$ cat src/rtl/core/stgg_pkg.sv
// Package for the stepper tone gate generator.
// Holds the command codes, register indexes and the payload and configuration types.
// No dependencies.
`default_nettype none

package stgg_pkg;

    // Command codes of the input transaction; the fourth code changes nothing.
    typedef enum logic [1:0] {
        CMD_TICK     = 2'd0,
        CMD_NOTE_ON  = 2'd1,
        CMD_NOTE_OFF = 2'd2
    } t_command;

    // Configuration register indexes.
    localparam int unsigned CFG_IDX_W = 3;
    localparam int unsigned CFG_DATA_W = 16;
    localparam logic [CFG_IDX_W-1:0] REG_DECAY_MS         = 3'd0;
    localparam logic [CFG_IDX_W-1:0] REG_RELEASE_MS       = 3'd1;
    localparam logic [CFG_IDX_W-1:0] REG_REVERSE_COUNT    = 3'd2;
    localparam logic [CFG_IDX_W-1:0] REG_STEP_ENABLE      = 3'd3;
    localparam logic [CFG_IDX_W-1:0] REG_DIRECTION_ENABLE = 3'd4;

    // Reset value of the reverse count register.
    localparam logic [15:0] REVERSE_COUNT_RESET = 16'd80;

    // Configuration as seen by the tone engine.
    typedef struct packed {
        logic [15:0] decay_ms;
        logic [15:0] release_ms;
        logic [15:0] reverse_count;
        logic        step_enable;
        logic        direction_enable;
    } t_cfg;

    // One command item.
    typedef struct packed {
        logic [1:0]  command;
        logic [31:0] now_us;
        logic [31:0] now_ms;
        logic [31:0] period_us;
    } t_cmd;

    // One result item.
    typedef struct packed {
        logic step_level;
        logic direction_level;
        logic sounding;
        logic release_pending;
    } t_res;

endpackage

`default_nettype wire

$ cat src/rtl/core/stgg_cmd_if.sv
// Command channel interface of the stepper tone gate generator.
// Carries valid, ready and the command payload; no dependencies.
`default_nettype none

interface stgg_cmd_if;
    logic        valid;
    logic        ready;
    logic [1:0]  command;
    logic [31:0] now_us;
    logic [31:0] now_ms;
    logic [31:0] period_us;

    modport source (output valid, command, now_us, now_ms, period_us, input ready);
    modport sink (input valid, command, now_us, now_ms, period_us, output ready);
endinterface

`default_nettype wire

$ cat src/rtl/core/stgg_res_if.sv
// Result channel interface of the stepper tone gate generator.
// Carries valid, ready and the line levels; no dependencies.
`default_nettype none

interface stgg_res_if;
    logic valid;
    logic ready;
    logic step_level;
    logic direction_level;
    logic sounding;
    logic release_pending;

    modport source (output valid, step_level, direction_level, sounding, release_pending,
                    input ready);
    modport sink (input valid, step_level, direction_level, sounding, release_pending,
                  output ready);
endinterface

`default_nettype wire

$ cat src/rtl/core/stgg_cfg_if.sv
// Configuration write channel interface of the stepper tone gate generator.
// Carries valid, ready, a register index and write data; no dependencies.
`default_nettype none

interface stgg_cfg_if;
    logic        valid;
    logic        ready;
    logic [2:0]  index;
    logic [15:0] data;

    modport source (output valid, index, data, input ready);
    modport sink (input valid, index, data, output ready);
endinterface

`default_nettype wire

$ cat src/rtl/core/stgg_cfg_regs.sv
// Configuration register file of the stepper tone gate generator.
// Depends on stgg_pkg for the register indexes and the t_cfg type.
`default_nettype none

module stgg_cfg_regs (
    input  wire logic                           i_clk,
    input  wire logic                           i_rst_n,
    input  wire logic                           i_wr_en,
    input  wire logic [stgg_pkg::CFG_IDX_W-1:0]  i_wr_index,
    input  wire logic [stgg_pkg::CFG_DATA_W-1:0] i_wr_data,
    output stgg_pkg::t_cfg                      o_cfg
);

    stgg_pkg::t_cfg r_cfg;

    // Register writes; an index beyond the list is ignored.
    always_ff @(posedge i_clk) begin
        if (!i_rst_n) begin
            r_cfg.decay_ms         <= '0;
            r_cfg.release_ms       <= '0;
            r_cfg.reverse_count    <= stgg_pkg::REVERSE_COUNT_RESET;
            r_cfg.step_enable      <= 1'b0;
            r_cfg.direction_enable <= 1'b0;
        end else if (i_wr_en) begin
            case (i_wr_index)
                stgg_pkg::REG_DECAY_MS:         r_cfg.decay_ms <= i_wr_data;
                stgg_pkg::REG_RELEASE_MS:       r_cfg.release_ms <= i_wr_data;
                stgg_pkg::REG_REVERSE_COUNT:    r_cfg.reverse_count <= i_wr_data;
                stgg_pkg::REG_STEP_ENABLE:      r_cfg.step_enable <= i_wr_data[0];
                stgg_pkg::REG_DIRECTION_ENABLE: r_cfg.direction_enable <= i_wr_data[0];
                default: begin
                end
            endcase
        end
    end

    assign o_cfg = r_cfg;

endmodule

`default_nettype wire

$ cat src/rtl/core/stgg_engine.sv
// Tone engine of the stepper tone gate generator: note state and its update per command.
// Depends on stgg_pkg for the command codes and the payload types.
`default_nettype none

module stgg_engine (
    input  wire logic           i_clk,
    input  wire logic           i_rst_n,
    input  wire logic           i_fire,
    input  wire stgg_pkg::t_cmd i_cmd,
    input  wire stgg_pkg::t_cfg i_cfg,
    output stgg_pkg::t_res      o_res
);

    logic        r_step_line, n_step_line;
    logic        r_direction_line, n_direction_line;
    logic [15:0] r_step_tally, n_step_tally;
    logic        r_active, n_active;
    logic        r_release_wait, n_release_wait;
    logic [31:0] r_note_start_ms, n_note_start_ms;
    logic [31:0] r_last_toggle_us, n_last_toggle_us;
    logic [31:0] r_toggle_period_us, n_toggle_period_us;

    logic [31:0] note_age_ms;
    logic [31:0] since_toggle_us;
    logic        release_done;
    logic        decayed;

    // Wrapping ages and the release and decay tests.
    assign note_age_ms     = i_cmd.now_ms - r_note_start_ms;
    assign since_toggle_us = i_cmd.now_us - r_last_toggle_us;
    assign release_done    = (i_cfg.release_ms == 16'd0) ||
                             (note_age_ms > {16'd0, i_cfg.release_ms});
    assign decayed         = (i_cfg.decay_ms != 16'd0) &&
                             (note_age_ms > {16'd0, i_cfg.decay_ms});

    // Next state for the command in hand.
    always_comb begin
        n_step_line        = r_step_line;
        n_direction_line   = r_direction_line;
        n_step_tally       = r_step_tally;
        n_active           = r_active;
        n_release_wait     = r_release_wait;
        n_note_start_ms    = r_note_start_ms;
        n_last_toggle_us   = r_last_toggle_us;
        n_toggle_period_us = r_toggle_period_us;
        case (i_cmd.command)
            stgg_pkg::CMD_NOTE_ON: begin
                n_note_start_ms    = i_cmd.now_ms;
                n_toggle_period_us = i_cmd.period_us;
                n_active           = 1'b1;
                n_last_toggle_us   = i_cmd.now_us;
            end
            stgg_pkg::CMD_NOTE_OFF: begin
                if (release_done) begin
                    n_active       = 1'b0;
                    n_release_wait = 1'b0;
                end else begin
                    n_release_wait = 1'b1;
                end
            end
            stgg_pkg::CMD_TICK: begin
                if (r_active && i_cfg.step_enable) begin
                    // Toggle once the half period has passed, counting towards a reversal.
                    if (since_toggle_us > r_toggle_period_us) begin
                        n_step_line      = ~r_step_line;
                        n_last_toggle_us = i_cmd.now_us;
                        if (i_cfg.direction_enable) begin
                            if (r_step_tally >= i_cfg.reverse_count) begin
                                n_direction_line = ~r_direction_line;
                                n_step_tally     = 16'd0;
                            end else begin
                                n_step_tally = r_step_tally + 16'd1;
                            end
                        end
                    end
                    // Decay or pending release: end if release is done, else set pending.
                    if ((r_release_wait && release_done) || decayed) begin
                        if (release_done) begin
                            n_active       = 1'b0;
                            n_release_wait = 1'b0;
                        end else begin
                            n_release_wait = 1'b1;
                        end
                    end
                end
            end
            default: begin
            end
        endcase
    end

    // State registers; every field is cleared or loaded with its default at reset.
    always_ff @(posedge i_clk) begin
        if (!i_rst_n) begin
            r_step_line        <= 1'b0;
            r_direction_line   <= 1'b0;
            r_step_tally       <= '0;
            r_active           <= 1'b0;
            r_release_wait     <= 1'b0;
            r_note_start_ms    <= '0;
            r_last_toggle_us   <= '0;
            r_toggle_period_us <= '0;
        end else if (i_fire) begin
            r_step_line        <= n_step_line;
            r_direction_line   <= n_direction_line;
            r_step_tally       <= n_step_tally;
            r_active           <= n_active;
            r_release_wait     <= n_release_wait;
            r_note_start_ms    <= n_note_start_ms;
            r_last_toggle_us   <= n_last_toggle_us;
            r_toggle_period_us <= n_toggle_period_us;
        end
    end

    // Result reflects the state after the command.
    assign o_res.step_level      = n_step_line;
    assign o_res.direction_level = n_direction_line;
    assign o_res.sounding        = n_active & i_cfg.step_enable;
    assign o_res.release_pending = n_release_wait;

    // The step line moves only when a command is processed.
    a_step_only_on_fire: assert property (@(posedge i_clk) disable iff (!i_rst_n)
        !i_fire |=> $stable(r_step_line))
        else $error("step line changed without a command");

    // The direction line flips only together with a step toggle.
    a_dir_with_step: assert property (@(posedge i_clk) disable iff (!i_rst_n)
        (r_direction_line != $past(r_direction_line)) |-> (r_step_line != $past(r_step_line)))
        else $error("direction flipped without a step toggle");

    // A note_on always leaves a note active.
    a_note_on_active: assert property (@(posedge i_clk) disable iff (!i_rst_n)
        (i_fire && i_cmd.command == stgg_pkg::CMD_NOTE_ON) |=> r_active)
        else $error("note_on did not start a note");

endmodule

`default_nettype wire

$ cat src/rtl/core/stepper_tone_gate_generator.sv
// Top level of the stepper tone gate generator: input register, tone engine, result register.
// Depends on stgg_pkg, the three channel interfaces, stgg_cfg_regs and stgg_engine.
//
// Usage: each command transaction on i_cmd (tick, note_on or note_off, with the current
// microsecond and millisecond timestamps and, for note_on, the half period) produces
// exactly one result transaction on o_res with the step and direction line levels,
// whether the note is sounding and whether a release is pending.
// Configuration is written on i_cfg, one register per transaction, and is always ready;
// write it only while no command is in flight.
// A command waits in the input register until the engine fires; the engine then updates
// the note state and loads the result register, which holds the result on o_res until
// it is taken.
// Throughput: one command per cycle while o_res takes the results.
// When o_res stalls, the result register holds and the input register absorbs one more
// command before i_cmd.ready drops; no transaction is lost or repeated.
// Reset (i_rst_n low, synchronous) clears the note state and line levels, empties both
// pipeline registers, and loads the register defaults (reverse count 80, rest zero).
`default_nettype none

module stepper_tone_gate_generator (
    input  wire logic    i_clk,
    input  wire logic    i_rst_n,
    stgg_cmd_if.sink     i_cmd,
    stgg_res_if.source   o_res,
    stgg_cfg_if.sink     i_cfg
);

    logic           r_in_valid;
    stgg_pkg::t_cmd r_in_cmd;
    logic           r_out_valid;
    stgg_pkg::t_res r_out_res;

    logic           fire;
    logic           in_ready;
    stgg_pkg::t_cfg cfg;
    stgg_pkg::t_res eng_res;

    // Handshakes: the engine runs when the input register is full and the result slot frees.
    assign fire     = r_in_valid && (!r_out_valid || o_res.ready);
    assign in_ready = !r_in_valid || fire;
    assign i_cmd.ready = in_ready;
    assign i_cfg.ready = 1'b1;

    // Input register.
    always_ff @(posedge i_clk) begin
        if (!i_rst_n) begin
            r_in_valid <= 1'b0;
        end else if (in_ready) begin
            r_in_valid <= i_cmd.valid;
        end
        if (in_ready && i_cmd.valid) begin
            r_in_cmd.command   <= i_cmd.command;
            r_in_cmd.now_us    <= i_cmd.now_us;
            r_in_cmd.now_ms    <= i_cmd.now_ms;
            r_in_cmd.period_us <= i_cmd.period_us;
        end
    end

    stgg_cfg_regs u_cfg_regs (
        .i_clk      (i_clk),
        .i_rst_n    (i_rst_n),
        .i_wr_en    (i_cfg.valid),
        .i_wr_index (i_cfg.index),
        .i_wr_data  (i_cfg.data),
        .o_cfg      (cfg)
    );

    stgg_engine u_engine (
        .i_clk   (i_clk),
        .i_rst_n (i_rst_n),
        .i_fire  (fire),
        .i_cmd   (r_in_cmd),
        .i_cfg   (cfg),
        .o_res   (eng_res)
    );

    // Result register.
    always_ff @(posedge i_clk) begin
        if (!i_rst_n) begin
            r_out_valid <= 1'b0;
        end else if (fire) begin
            r_out_valid <= 1'b1;
        end else if (o_res.ready) begin
            r_out_valid <= 1'b0;
        end
        if (fire) begin
            r_out_res <= eng_res;
        end
    end

    assign o_res.valid           = r_out_valid;
    assign o_res.step_level      = r_out_res.step_level;
    assign o_res.direction_level = r_out_res.direction_level;
    assign o_res.sounding        = r_out_res.sounding;
    assign o_res.release_pending = r_out_res.release_pending;

endmodule

`default_nettype wire
$ cat src/flat_wrapper.sv
// flat-port wrapper written by rule: the top's interface ports become plain ports
module stepper_tone_gate_generator_flat 
  (i_clk, i_rst_n, i_cmd_valid, i_cmd_command, i_cmd_now_us, i_cmd_now_ms, i_cmd_period_us, i_cmd_ready, o_res_valid, o_res_step_level, o_res_direction_level, o_res_sounding, o_res_release_pending, o_res_ready, i_cfg_valid, i_cfg_index, i_cfg_data, i_cfg_ready);
  stgg_cmd_if i_cmd_i ();
  stgg_res_if o_res_i ();
  stgg_cfg_if i_cfg_i ();
  input  wire logic i_clk;
  input  wire logic i_rst_n;
  input wire logic [$bits(i_cmd_i.valid)-1:0] i_cmd_valid;
  input wire logic [$bits(i_cmd_i.command)-1:0] i_cmd_command;
  input wire logic [$bits(i_cmd_i.now_us)-1:0] i_cmd_now_us;
  input wire logic [$bits(i_cmd_i.now_ms)-1:0] i_cmd_now_ms;
  input wire logic [$bits(i_cmd_i.period_us)-1:0] i_cmd_period_us;
  output wire logic [$bits(i_cmd_i.ready)-1:0] i_cmd_ready;
  output wire logic [$bits(o_res_i.valid)-1:0] o_res_valid;
  output wire logic [$bits(o_res_i.step_level)-1:0] o_res_step_level;
  output wire logic [$bits(o_res_i.direction_level)-1:0] o_res_direction_level;
  output wire logic [$bits(o_res_i.sounding)-1:0] o_res_sounding;
  output wire logic [$bits(o_res_i.release_pending)-1:0] o_res_release_pending;
  input wire logic [$bits(o_res_i.ready)-1:0] o_res_ready;
  input wire logic [$bits(i_cfg_i.valid)-1:0] i_cfg_valid;
  input wire logic [$bits(i_cfg_i.index)-1:0] i_cfg_index;
  input wire logic [$bits(i_cfg_i.data)-1:0] i_cfg_data;
  output wire logic [$bits(i_cfg_i.ready)-1:0] i_cfg_ready;
  assign i_cmd_i.valid = i_cmd_valid;
  assign i_cmd_i.command = i_cmd_command;
  assign i_cmd_i.now_us = i_cmd_now_us;
  assign i_cmd_i.now_ms = i_cmd_now_ms;
  assign i_cmd_i.period_us = i_cmd_period_us;
  assign i_cmd_ready = i_cmd_i.ready;
  assign o_res_valid = o_res_i.valid;
  assign o_res_step_level = o_res_i.step_level;
  assign o_res_direction_level = o_res_i.direction_level;
  assign o_res_sounding = o_res_i.sounding;
  assign o_res_release_pending = o_res_i.release_pending;
  assign o_res_i.ready = o_res_ready;
  assign i_cfg_i.valid = i_cfg_valid;
  assign i_cfg_i.index = i_cfg_index;
  assign i_cfg_i.data = i_cfg_data;
  assign i_cfg_ready = i_cfg_i.ready;
  stepper_tone_gate_generator u_core (.i_clk(i_clk), .i_rst_n(i_rst_n), .i_cmd(i_cmd_i), .o_res(o_res_i), .i_cfg(i_cfg_i));
endmodule
$ cat config.mk
export PLATFORM = sky130hd
export DESIGN_NAME = stepper_tone_gate_generator_flat
export DESIGN_NICKNAME = d
export VERILOG_FILES = /design/src/rtl/core/stgg_pkg.sv /design/src/rtl/core/stgg_cmd_if.sv /design/src/rtl/core/stgg_res_if.sv /design/src/rtl/core/stgg_cfg_if.sv /design/src/rtl/core/stgg_cfg_regs.sv /design/src/rtl/core/stgg_engine.sv /design/src/rtl/core/stepper_tone_gate_generator.sv /design/src/flat_wrapper.sv
export SDC_FILE = /design/constraint.sdc
export NUM_CORES = 1
export LEC_CHECK = 0
export BUFFER_PORTS_ARGS = -buffer_cell sky130_fd_sc_hd__buf_2
export CELL_PAD_IN_SITES_DETAIL_PLACEMENT = 1
export CELL_PAD_IN_SITES_GLOBAL_PLACEMENT = 1
export CORE_MARGIN = 8
export CORE_UTILIZATION = 50
export DETAILED_ROUTE_END_ITERATION = 8
export GPL_TIMING_DRIVEN = 0
export PLACE_DENSITY = 0.94
export SLEW_MARGIN = 20
export SYNTH_ARGS = -nofsm -noshare
export SYNTH_HDL_FRONTEND = slang
export SYNTH_SLANG_ARGS = --single-unit
$ cat constraint.sdc
create_clock -name i_clk -period 7.6 [get_ports i_clk]
set_input_delay 2.28 -clock i_clk [delete_from_list [all_inputs] [get_ports i_clk]]
set_output_delay 2.28 -clock i_clk [all_outputs]
set_load 0.005 [all_outputs]
Yosys cells after proc, flatten, opt, wreduce, memory -nomap -nowiden
Index checks and enable logic that the tools add are counted.
W data, S select, Z words.

cells by class
  $add $sub $neg = 3
  magnitude comparators = 4
  eq/ne operators = 8
  muxes and demuxes = 22
  bitwise logic cells = 3
  reduce and logical (&&, ||, !) cells = 25

operators with widths
  kind                     number
  $gt A32 B16 Y1           2
  $mux W32                 2
  $pmux W32 S2             1
  $sub A32 B32 Y32         2
  $gt A32 B32 Y1           1
  $add A16 B1 Y16 const B  1
  $ge A16 B16 Y1           1
  $logic_not A16 Y1        1
  $mux W1                  16
  $mux W16                 1
  $reduce_bool A16 Y1      1
  $reduce_and A2 Y1        6
  $eq A3 B2 Y1 const B     2
  $logic_and A1 B1 Y1      5
  $reduce_and A5 Y1        1
  $logic_or A1 B1 Y1       4
  $ne A2 B2 Y1 const B     2
  $reduce_and A4 Y1        1
  $reduce_bool A2 Y1       2
  $eq A3 B1 Y1 const B     1
  $eq A3 B3 Y1 const B     1
  $logic_not A3 Y1         1
  $pmux W1 S3              1
  $eq A2 B1 Y1 const B     1
  6 further kinds          8

word-level totals
  bits in registers = 270
  logic and storage cells = 88

Depth between registers and ports, before layout
  depth in word-level cells = 9
  depth in mapped cells = 26
  depth with buffers taken out = 25

By module
From an unflattened synthesis, not the netlist that was laid out.

unflattened totals
  cell total of the unflattened synthesis = 1,672
  area, all modules = 15,591.2 um^2

modules (own cells, without submodules)
  module                       instances  cells an instance  area each (um^2)  sequential area each (um^2)
  stgg_engine                  1          1,371              10,462.5          2,322.2
  stepper_tone_gate_generator  1          113                3,178.0           3,103.0
  stgg_cfg_regs                1          188                1,950.6           1,001.0

Worst setup path after synthesis
No wires, ideal clock.

  kind = register to register
  start point = register u_core.r_in_cmd[65] (netlist name)
  end point = register u_core.u_engine.r_step_tally[0]
  data arrival time = 5.074 ns
  data required time = 7.472 ns
  slack = 2.398 ns
  stages on the path, launching flop included = 23
  path buffers = 2
  cells stage by stage = edfxtp_1 ha_1 nor2b_1 o21a_1 o21ai_0 a311oi_1 o21ai_1 and3_1 nor3_1 or3_1 a221oi_2 o21ai_1 xnor2_1 ha_1 nand4_1 nor4_1 o21ai_0 a221oi_1 nand4_1 clkbuf_1 o21ai_1 clkbuf_1 nor2_1

between the ends
  cells in the longest elaborated chain, start to end = 3

RTL lines
  what                                line                               text
  start, declared                     stepper_tone_gate_generator.sv:29  stgg_pkg::t_cmd r_in_cmd;
  $sub A32 B32 Y32                    stgg_engine.sv:30                  assign since_toggle_us = i_cmd.now_us - r_last_toggle_us;
  $gt A32 B32 Y1                      stgg_engine.sv:64                  if (since_toggle_us > r_toggle_period_us) begin
  $reduce_and A5 Y1 (no source line)  n/a
  end signal, assigned                stgg_engine.sv:106                 r_step_tally <= n_step_tally;
  end, declared                       stgg_engine.sv:16                  logic [15:0] r_step_tally, n_step_tally;

Every way passes these cells.
A chain may end at the register's enable or synchronous reset.

Worst setup path after layout
  start point = register u_core.r_in_cmd[64] (netlist name)
  end point = register u_core.u_engine.r_step_tally[14]

Same word-level chain as after synthesis.

==> run_results.csv <==
group,metric,value,unit
timing,finalCriticalPeriod,7.18,ns
synth,yosys_most_used_dff,"dfxtp_1",
global_routing,grt_max_degree,52,
synth,yosysSeqAreaShare,0.418,
timing,maxSlewHeadroom,0.404,
synth,synth_nets,1968,
synth,synth_edf_count,102,
detailed_routing,drt-wirelength-per-cell,20.7,um
timing,rsz0062_at_grt,"false",
global_routing,grt_antenna_before_repair,0,
floorplanning,core_area,30400,um2
flow_run,drv_cap,0,
timing,final.setup.tns,0,ns
setup_path,cpPeakStageDelay,0.62,ns
floorplanning,die_w,191,um
power_and_ir_drop,p_leak,6.68,nW
clocking,path_clk_slew,0.07,ns
placed_design,post-place-ws,0.303,ns
detailed_routing,wirelength,47.3,mm
clocking,cts.sinks,270,
timing,period_share,0.944,
clocking,numCtsBuffers,30,
finish,mostFrequentLayoutCells,"nand2_1, dfxtp_1, inv_1",
clocking,cts_tree,"yes",
power_and_ir_drop,ir_drop,0.180,mV
finish,final_nets,2127,
status,status,"complete, no violations",
global_routing,grt_pass1_vias,14400,
synth,synthTopCellsByArea,"dfxtp_1, edfxtp_1, ha_1, nand2_1, a21boi_0",
global_routing,gr-total-overflow,0,
synth,synth.largest_area_cell,"dfxtp_1",
synth,ys_types,74,
finish,fin_util,0.575,
synth,synthCells,1701,
synth,avgSynthCellArea,9.05,um2
setup_path,path_class,"reg2reg",
setup_path,worstPathMaxFanout,10,
synth,synthDominantCellAreaShare,0.219,
detailed_routing,detail_route.iter0.violations,812,
detailed_routing,vias_per_cell,5.80,
finish,nFillCells,3544,
clocking,clock_latency,0.57,ns
setup_path,worst-endpoint-required,8.04,ns
clocking,h-tree-depth,1,
setup_path,start_kind,"flop",
timing,setup_viol,0,
synth,synth_area,15400,um2
power_and_ir_drop,finalPower,3.61,mW
synth,synthArstFlopShare,0,
timing,hold_viol,0,
synth,ys_seq_elements,270,
detailed_routing,drtAntennaViolNets,0,
placed_design,place_congestion,0.888,
finish,layout_commonest_cell,"nand2_1",
setup_path,critPathSlowestCell,"a221oi_1",
floorplanning,dieArea,36600,um2
finish,area_growth,13.8,%
floorplanning,die_y,191,um
worst_hold_path,min_path_type,"reg2reg",
global_routing,grt.total_usage,0.253,
setup_path,endpoint_kind,"flop",
detailed_routing,wl_met3,1.95,mm
detailed_routing,vias,13200,
finish,layout-drive-gt1-share,0.110,
detailed_routing,dr.pass1.iters,5,
placed_design,hpwlAfterDp,35.2,mm
setup_path,crit_top_cell,"a21oi_1",
timing,drv_slew,0,
placed_design,io_buffer_count,126,
finish,antenna_cells,0,
detailed_routing,routed.top_layer,"met4",
timing,clock_skew,0.0155,ns
clocking,cts.root.buffer_cell,"clkbuf_16",
timing,fmax,139,MHz
detailed_routing,wl_met1,19.2,mm
detailed_routing,met2_length,24.1,mm
timing,worst_slew_pin_slew,0.872,ns
floorplanning,start_util,0.506,
floorplanning,rows,64,
power_and_ir_drop,powerDensity,206,nW/um2
detailed_routing,drc,0,
floorplanning,pin_count,129,
timing,worst_slack,0.424,ns
clocking,clk_path_buf_depth,3,
global_routing,grt_pass1_wl,75.1,mm
synth,ys_warn_count,0,
setup_path,critPathArrivalTime,7.62,ns
state kept, by name, indices dropped and copies added (netlist names), 16 cells and up:
name                                count
u_core.r_in_cmd                        98
u_core.u_engine.r_last_toggle_us       32
u_core.u_cfg_regs.o_cfg                50
u_core.u_engine.r_toggle_period_us     32
u_core.u_engine.r_step_tally           16
u_core.u_engine.r_note_start_ms        32
final timing paths:
path	end	from	slack, ns	cells past startpoint
hold reg to reg	u_core.u_engine.r_note_start_ms[4]	u_core.u_engine.r_note_start_ms[4]	0.46	2
setup reg to reg	u_core.u_engine.r_step_tally[14]	u_core.r_in_cmd[64]	0.42	25
hold / removal	u_core.u_engine.r_note_start_ms[4]	u_core.u_engine.r_note_start_ms[4]	0.46	2
setup / recovery	u_core.u_engine.r_step_tally[14]	u_core.r_in_cmd[64]	0.42	25
through the flow:
| stage | cell area, um2 | std cells | hold slack [ns] |
|---|---|---|---|
| after detailed placement | 16500 | 2224 | 0.458 |
| final | 17500 | 2280 | 0.464 |
| after floorplan | 15400 | 1701 | 0.443 |
| after global routing | 17500 | 2280 | 0.486 |
| after global placement | 16500 | 2223 | 0.450 |
| after CTS | 17500 | 2280 | 0.467 |
what timing repair did:
| item | in CTS | in global routing |
|---|---|---|
| buffers inserted | 0 | 0 |
| setup endpoints to repair | 0 | 24 |
| hold buffers | 0 | 0 |
| gates resized for setup | 0 | 4 |
layer usage:
layer	vias up	GRT usage
met5	-	0
met4	0	0.110
met1	6497	0.290
li1	6223	-
met2	368	0.465
met3	139	0.0334
report_power, final:
part / total, mW / leakage (nW) / switching (mW) / internal, mW
Combinational: 0.592 / 3.86 / 0.351 / 0.241
Clock: 1.43 / 0.468 / 0.610 / 0.818
Sequential: 1.59 / 2.36 / 0.0343 / 1.56
Total: 3.61 / 6.68 / 0.995 / 2.61
critical path, delay by kind of cell, from the launching register on:
kind,cells,cell delay [ns]
and+or+nand+nor,6,1.37
xor gates and xnor gates,1,0.17
DFF,1,0.44
AOI/OAI and AO/OA,11,3.38
buffers and inverters,4,0.81
adders and majority gates,3,0.89
synthesized netlist by cell type (all sizes together), types with 3 or more instances:
master and n:
nand2b 18, o21ai 49, and3 7, nand3 21
clkbuf 48, ha 143, o311ai 3, or2 7
a211o 5, nand3b 4, nor3 32, nor2b 46
a311oi 3, and2 5, nand2 281, a21oi 77
inv 167, o31a 3, or3 12, o21a 23
o22ai 7, xor2 15, dfxtp 168, o21bai 8
edfxtp 102, o31ai 3, nand4 31, buf 14
a21o 44, a2111oi 7, a221oi 3, o211ai 11
xnor2 47, a211oi 12, nor2 75, nor3b 3
nor4 16, a21boi 116, a31oi 7, mux2i 36
final cells by class:
class	count	area [um2]	share of cell area
clock inverter	13	133	0.00758
timing repair buffer	127	658	0.0376
buffer	62	254	0.0145
clock buffer	43	820	0.0468
multi-input combinational	1202	8090	0.462
inverter	167	627	0.0358
tap	396	495	0.0283
sequential	270	6430	0.367
logic make-up after synthesis:
logic type | share of synthesized area
xor gates and xnor gates | 0.0353
other | 0.000244
muxes | 0.0234
adders and majority gates | 0.119
and+or+nand+nor | 0.170
buffers and inverters | 0.0572
DFF | 0.418
AOI/OAI and AO/OA | 0.178
No activity file was read; power rests on OpenSTA's default activity.
